[src/rtl/core/rkd_pkg.sv]
// ----------------------------------------------------------------------------
// rkd_pkg
// Shared field widths and hash constants for the row key dedup indexer.
// ----------------------------------------------------------------------------
package rkd_pkg;

  // Request and result field widths
  localparam int KEY_W = 64;
  localparam int RN_W  = 11;
  localparam int DI_W  = 11;
  localparam int DC_W  = 12;

  // Set tag held beside each slot entry; a stale tag marks the slot empty
  localparam int EPOCH_W = 8;

  // Finaliser multipliers of the 64-bit mixer
  localparam logic [63:0] MIX_C1 = 64'hff51afd7ed558ccd;
  localparam logic [63:0] MIX_C2 = 64'hc4ceb9fe1a85ec53;

endpackage

[src/rtl/core/rkd_hash.sv]
// ----------------------------------------------------------------------------
// rkd_hash
// Iterative 64-bit mixer and slot reduction. One shared 32x32 multiplier
// builds each 64-bit low product from three partial products. A slot count
// that is not a power of two is reduced 16 key bits at a time, with a
// reciprocal estimate of the quotient and one correcting subtract.
// ----------------------------------------------------------------------------
module rkd_hash #(
  parameter int HASH_SLOTS = 4096,
  parameter int SLOT_W     = 12
) (
  input  logic                      clk,
  input  logic                      rst_n,
  input  logic                      start,
  input  logic [rkd_pkg::KEY_W-1:0] key,
  output logic                      done,
  output logic [SLOT_W-1:0]         slot
);

  localparam logic [1:0] H_IDLE = 2'd0;
  localparam logic [1:0] H_MUL  = 2'd1;
  localparam logic [1:0] H_MOD  = 2'd2;
  localparam bit IS_POW2 = ((HASH_SLOTS & (HASH_SLOTS - 1)) == 0);
  // Width of one remainder step: running remainder and a 16-bit digit
  localparam int TW = SLOT_W + 16;
  // 2^TW / HASH_SLOTS, gives the quotient of a step to within one
  localparam logic [17:0] RECIP = 18'((64'd1 << TW) / 64'(HASH_SLOTS));

  logic [1:0]        st_r;
  logic              round_r;
  logic [1:0]        step_r;
  logic [63:0]       k_r;
  logic [63:0]       acc_r;
  logic [63:0]       prod_r;
  logic [1:0]        dig_r;
  logic              ph_r;
  logic [15:0]       q_r;
  logic [SLOT_W-1:0] rem_r;
  logic              done_r;
  logic [SLOT_W-1:0] slot_r;

  logic [63:0]       mconst;
  logic [31:0]       mul_a;
  logic [31:0]       mul_b;
  logic [63:0]       fin;
  logic [TW-1:0]     t_w;
  logic [TW+17:0]    qprod;
  logic [TW-1:0]     qm;
  logic [TW-1:0]     diff;
  logic [TW-1:0]     rem_fix;

  // Operand selection for the partial products
  always_comb begin
    mconst = round_r ? rkd_pkg::MIX_C2 : rkd_pkg::MIX_C1;
    mul_a  = (step_r == 2'd1) ? k_r[63:32] : k_r[31:0];
    mul_b  = (step_r == 2'd2) ? mconst[63:32] : mconst[31:0];
    fin    = acc_r + {prod_r[31:0], 32'd0};
    // Remainder step: quotient estimate, then subtract and correct once
    t_w     = {rem_r, k_r[63:48]};
    qprod   = (TW+18)'(t_w) * (TW+18)'(RECIP);
    qm      = TW'(q_r) * TW'(HASH_SLOTS);
    diff    = t_w - qm;
    rem_fix = (diff >= TW'(HASH_SLOTS)) ? diff - TW'(HASH_SLOTS) : diff;
  end

  always_ff @(posedge clk) begin
    done_r <= 1'b0;
    if (!rst_n) begin
      st_r <= H_IDLE;
    end else begin
      case (st_r)
        H_IDLE: begin
          if (start) begin
            k_r     <= key ^ (key >> 33);
            round_r <= 1'b0;
            step_r  <= 2'd0;
            st_r    <= H_MUL;
          end
        end
        H_MUL: begin
          if (step_r != 2'd3) prod_r <= 64'(mul_a * mul_b);
          step_r <= step_r + 2'd1;
          if (step_r == 2'd1) acc_r <= prod_r;
          if (step_r == 2'd2) acc_r <= fin;
          if (step_r == 2'd3) begin
            k_r     <= fin ^ (fin >> 33);
            round_r <= 1'b1;
            dig_r   <= 2'd0;
            ph_r    <= 1'b0;
            rem_r   <= '0;
            if (round_r) st_r <= H_MOD;
          end
        end
        H_MOD: begin
          if (IS_POW2) begin
            slot_r <= k_r[SLOT_W-1:0];
            done_r <= 1'b1;
            st_r   <= H_IDLE;
          end else begin
            // Each 16-bit digit, most significant first: quotient estimate, then subtract
            ph_r <= ~ph_r;
            if (!ph_r) begin
              q_r <= qprod[TW+15:TW];
            end else begin
              rem_r <= rem_fix[SLOT_W-1:0];
              k_r   <= k_r << 16;
              dig_r <= dig_r + 2'd1;
              if (dig_r == 2'd3) begin
                slot_r <= rem_fix[SLOT_W-1:0];
                done_r <= 1'b1;
                st_r   <= H_IDLE;
              end
            end
          end
        end
        default: st_r <= H_IDLE;
      endcase
    end
  end

  assign done = done_r;
  assign slot = slot_r;

endmodule

[config.mk]
export PLATFORM = sky130hd
export DESIGN_NAME = rkd_hash
export DESIGN_NICKNAME = d
export VERILOG_FILES = /design/src/rtl/core/rkd_pkg.sv /design/src/rtl/core/rkd_hash.sv
export SDC_FILE = /design/constraint.sdc
export NUM_CORES = 2
export LEC_CHECK = 0
export CORE_AREA = 10 10 329 331
export CTS_CLUSTER_DIAMETER = 30
export DETAILED_ROUTE_END_ITERATION = 7
export DIE_AREA = 0 0 339 341
export DONT_BUFFER_PORTS = 1
export SYNTH_ARGS = -nofsm -noshare
export SYNTH_HDL_FRONTEND = slang
export SYNTH_SLANG_ARGS = --single-unit
[constraint.sdc]
create_clock -name clk -period 18.5 [get_ports clk]
set_clock_uncertainty 0.05 [all_clocks]
set_input_delay 2.775 -clock clk [delete_from_list [all_inputs] [get_ports clk]]
set_output_delay 2.775 -clock clk [all_outputs]
set_load 0.03 [all_outputs]
Yosys cells after proc, flatten, opt, wreduce, memory -nomap -nowiden
Cells that the tools add are included.

storage, ports and cells
  register bits = 210
  word-level logic and storage cells = 49

cells by class
  $add $sub $neg = 2
  $mul = 1
  eq/ne operators = 9
  mux-type cells = 18
  bitwise logic cells = 2
  reduce and logical (&&, ||, !) cells = 9

operator list
  operator                                        count
  two-way mux 64 bit                              4
  one-hot mux 64 bit (2 select lines)             1
  XOR 64 x 31 -> 64 bit                           2
  adder 64 bit                                    1
  multiplier 32 x 32 -> 64 bit                    1
  two-way mux 32 bit                              2
  two-way mux 62 bit                              1
  AND reduction 3 bit                             4
  two-way mux 2 bit                               4
  inequality test 2 bit (second input constant)   4
  one-hot mux 2 bit (2 select lines)              2
  == test 2 bit (second input constant)           3
  == test 2 x 1 -> 1 bit (second input constant)  2
  AND reduction 4 bit                             1
  nonzero test 2 bit                              2
  two-way mux 1 bit                               3
  adder 2 x 1 -> 2 bit (second input constant)    1
  logical NOT 2 bit                               1
  one-hot mux 1 bit (2 select lines)              1
  AND reduction 2 bit                             1

Longest topological paths before layout
  depth after elaboration = 4
  gate-level depth with buffers = 35
  mapped depth without buffers = 32

Least setup slack after synthesis
No wires, ideal clock.

  path kind = register -> register
  from = register step_r[0]
  to = register prod_r[63] (data pin)
  data arrival time = 8.613 ns
  required time = 18.185 ns
  path slack = 9.571 ns
  cell stages (with the launch flop) = 35
  buffers on the path = 4
  clock period less this slack = 8.929 ns
  cell sequence = edfxtp_1 -> inv_1 -> ha_1 -> inv_1 -> clkbuf_1 -> ha_1 -> clkbuf_1 -> clkbuf_1 -> clkbuf_1 -> nand2b_1 -> inv_1 -> fa_1 -> fa_1 -> fa_1 -> inv_1 -> fa_1 -> inv_1 -> fa_1 -> inv_1 -> fa_1 -> inv_1 -> fa_1 -> inv_1 -> fa_1 -> inv_1 -> ha_1 -> nand4_1 -> o31ai_1 -> a31oi_1 -> o21a_1 -> a2111oi_4 -> o211ai_1 -> a21oi_1 -> nor3_1 -> or3_1

between the ends
  word-level cells in the longest chain between the ends = 3

RTL lines
  item                                                     line                            source
  from (decl)                                              rkd_hash.sv:31                  logic [1:0] step_r;
  from (signal assigned)                                   rkd_hash.sv:82                  step_r <= step_r + 2'd1;
  == test 2 x 1 -> 1 bit or == test 2 bit (tied branches)  rkd_hash.sv:55, rkd_hash.sv:56
  two-way mux 32 bit (on tied branches)                    rkd_hash.sv:55, rkd_hash.sv:56
  multiplier 32 x 32 -> 64 bit *                           rkd_hash.sv:81                  if (step_r != 2'd3) prod_r <= 64'(mul_a * mul_b);
  to (signal assigned)                                     rkd_hash.sv:81
  to (decl)                                                rkd_hash.sv:34                  logic [63:0] prod_r;

Mark *: on every way between the ends. The rest lies on a longest branch, timed or not.
A chain may end at the register's enable or synchronous reset.

Final worst setup path
Same ends and word-level chain as after synthesis.

==> flow_summary.toml <==
[synthesis]
synth_nets = 5296
ys_warn_count = 0
synth_ff_type = "edfxtp_1"
yosysSeqAreaShare = 0.155
synth_edf_count = 207
synth_area_per_cell_sq_um = 9.93
ys_async_sr_fraction = 0
synth.distinct_cells = 81
synth_area_sq_mm = 0.0404
synth_cells = 4067
ys_ff_latch = 210

[cts]
ctsLongestPathBuffers = 3
holdBufCountCts = 0
clock-sinks = 210
cts_setup_buffers = 0
clkSlewWorstSetupHoldPaths_ps = 70
post_cts_resized = 0
cts_root_buf = "clkbuf_16"
cts_buffers = 28
htree_levels = 1
cts_tree = "built"
insertion_delay_ps = 570

[grt]
track_usage = 0.225
overflow = 0
antenna_found_initial = 2
grt_max_degree = 93
grt_pass1_vias = 29600
grt_pass1_wl_mm = 196

[setup_path]
reg2regPathDepth = 32
rrSetupSlack_ps = 7590
worst-path-max-fanout = 46
critPathArrivalTime_ps = 11180
cp_common_cell = "inv_1"
crit_end = "prod_r[63]"
cpPeakStageDelay_ps = 620
endpoint_kind = "flop"
cp_slowest_cell = "nor2_1"
r2r_start = "step_r[0]"
crit_type = "reg2reg"
start_kind = "flop"
r2r-end = "prod_r[63]"
cp.required_ps = 18760
critical_path.startpoint = "step_r[0]"

[timing]
clock.fmax_mhz = 91.6
maxSlewHeadroom = 0.274
rsz0062_at_grt = "false"
slew_viol_final = 0
worstMarginPinSlew_ps = 1080
fin_ws_ps = 7590
period_needed_ps = 10910
fin_crit_sh = 0.590
setup_viol = 0
fin_setup_tns_ps = 0
hold_viol = 0

[detailed_routing]
ant_nets = 0
viasPerCell = 5.25
routedWlPerCell_um = 24.1
dr.pass1.iters = 6
drc_errors = 0
routed_wl_mm = 130
vias = 28400
drt_iter0_drc = 2999

[placed_design]
dpl.hpwl_mm = 112
gp_congestion = 0.986
pre_cts_slack_ps = 7680
portBuffers = 0

[finish]
multi_input_area_sq_mm = 0.0301
areaGrowthSynthToFinish_pct = 6.55
antenna_cells = 0
nFillCells = 9855
nets = 5245
drive_gt1_frac = 0.0483
seqCellArea_sq_mm = 0.00628
fin_util = 0.424

[job]
max_cap_viol_count = 0

[floorplan]
core_area_sq_mm = 0.101
die_w_um = 339
die_area_sq_mm = 0.116
pin_count = 80
die_y_um = 341
fp-row-count = 117
initial_core_util = 0.398

[min_path]
hold_path_class = "reg2reg"

[run_status]
status = "completed"
## critical path: cells and delay by family, from the launching register on
family                   cells  cell delay [ps]
AO/OA/AOI/OAI                4             1360
flip-flops                   1              450
adder cells (fa/ha/maj)     11             5100
AND/OR/NAND/NOR              5             1620
buffers and inverters       12             1980
## kinds of logic (layout without fill, tap and decap cells)
family / after synthesis / after routing / share of synthesized area
xor gates and xnor gates: 224 / 224 / 0.0489
DFF: 210 / 210 / 0.155
and+or+nand+nor: 841 / 841 / 0.0941
adders and majority gates: 1167 / 1167 / 0.506
buffers and inverters: 1081 / 1052 / 0.101
muxes: 62 / 62 / 0.0167
AOI/OAI and AO/OA: 481 / 481 / 0.0776
other: 1 / 1 / 0.0000929
## Yosys cell counts (5+ instances only)
cell type,n,area [sq um]
inv_1,947,3550
fa_1,781,15600
ha_1,381,4770
nand2_1,288,1080
nor2_1,284,1070
edfxtp_1,207,6220
a21oi_1,143,716
xnor2_1,131,1150
clkbuf_1,111,417
o21ai_0,111,556
xor2_1,92,806
a21o_1,90,676
and2_1,49,307
nand2b_1,48,300
nor2b_1,48,300
mux2_2,42,473
nand3_1,26,130
and3_1,22,138
nand4_1,22,138
nor3_1,22,110
mux2i_1,20,200
o21bai_1,20,150
o21a_1,13,97.6
o211ai_1,12,90.1
or2_2,12,75.1
a31oi_1,11,68.8
o31ai_1,9,67.6
a211oi_1,8,60.1
o21ai_1,8,40.0
buf_1,7,26.3
buf_2,7,35.0
clkinv_1,7,26.3
o22ai_1,6,37.5
a21boi_0,5,37.5
maj3_1,5,50.1
## final cells by class
class | count | share of cell area
Multi-Input combinational cell | 2776 | 0.700
Sequential cell | 210 | 0.146
Inverter | 955 | 0.0833
Tap cell | 1368 | 0.0398
Clock buffer | 28 | 0.0163
Timing Repair Buffer | 45 | 0.00785
Clock inverter | 24 | 0.00733
## registers in the layout, summed over array words and instances (netlist names)
| signal | count |
|---|---|
| acc_r | 64 |
| k_r | 64 |
| prod_r | 64 |
| step_r | 2 |
| done | 1 |
| slot | 12 |
| st_r | 2 |
| round_r | 1 |
## stage by stage
| step | cell area (sq um) | cells | hold WS, ps |
|---|---|---|---|
| 2_1_floorplan | 40400 | 4067 | 372 |
| 3_3_place_gp | 42000 | 5354 | 385 |
| 3_5_place_dp | 42000 | 5354 | 386 |
| 4_1_cts | 43000 | 5406 | 402 |
| 5_1_grt | 43000 | 5406 | 414 |
| 6_report | 43000 | 5406 | 400 |
## metal layers
metal / GRT usage / part of all wire / vias to the layer above / wire length, um
met3: 0.0324 / 0.073 / 209 / 9450
met1: 0.316 / 0.43 / 14400 / 56100
met4: 0.0786 / 0.042 / 0 / 5510
met5: 0 / 0 / - / 0
met2: 0.353 / 0.45 / 1247 / 59100
li1: - / - / 12500 / -
## cell usage in the layout, fill, tap and decap left out, types with 5 or more instances in the layout
| cell | count |
|---|---|
| mux2_2 | 42 |
| o211ai_1 | 12 |
| nor3_1 | 22 |
| a21oi_1 | 142 |
| o21a_1 | 13 |
| inv_6 | 5 |
| nand2_1 | 287 |
| mux2i_1 | 17 |
| o21bai_1 | 20 |
| buf_4 | 45 |
| xor2_1 | 92 |
| edfxtp_1 | 207 |
| a31oi_1 | 11 |
| maj3_1 | 5 |
| inv_1 | 946 |
| or2_2 | 12 |
| o21ai_1 | 8 |
| a211oi_1 | 8 |
| a21o_1 | 90 |
| clkbuf_16 | 28 |
| a21boi_0 | 5 |
| fa_1 | 781 |
| nand3_1 | 26 |
| and3_1 | 22 |
| ha_1 | 376 |
| nand2b_1 | 48 |
| inv_8 | 5 |
| clkinv_1 | 10 |
| o31ai_1 | 9 |
| o21ai_0 | 111 |
| nand4_1 | 22 |
| nor2_1 | 283 |
| nor2b_1 | 47 |
| o22ai_1 | 6 |
| and2_1 | 49 |
| xnor2_1 | 131 |
## worst min path at each step
stage | from | to | slack (ps) | depth (start not counted)
2_1_floorplan | k_r[10] | slot[10] | 370 | 0
3_3_place_gp | k_r[1] | slot[1] | 380 | 0
3_5_place_dp | k_r[5] | slot[5] | 390 | 0
4_1_cts | k_r[2] | slot[2] | 400 | 0
5_1_grt | k_r[5] | slot[5] | 410 | 0
6_report | k_r[4] | slot[4] | 400 | 0
Power is left out: the tool's default activity adds up to more than one toggle a clock period on the data nets, which glitch-free logic cannot reach.
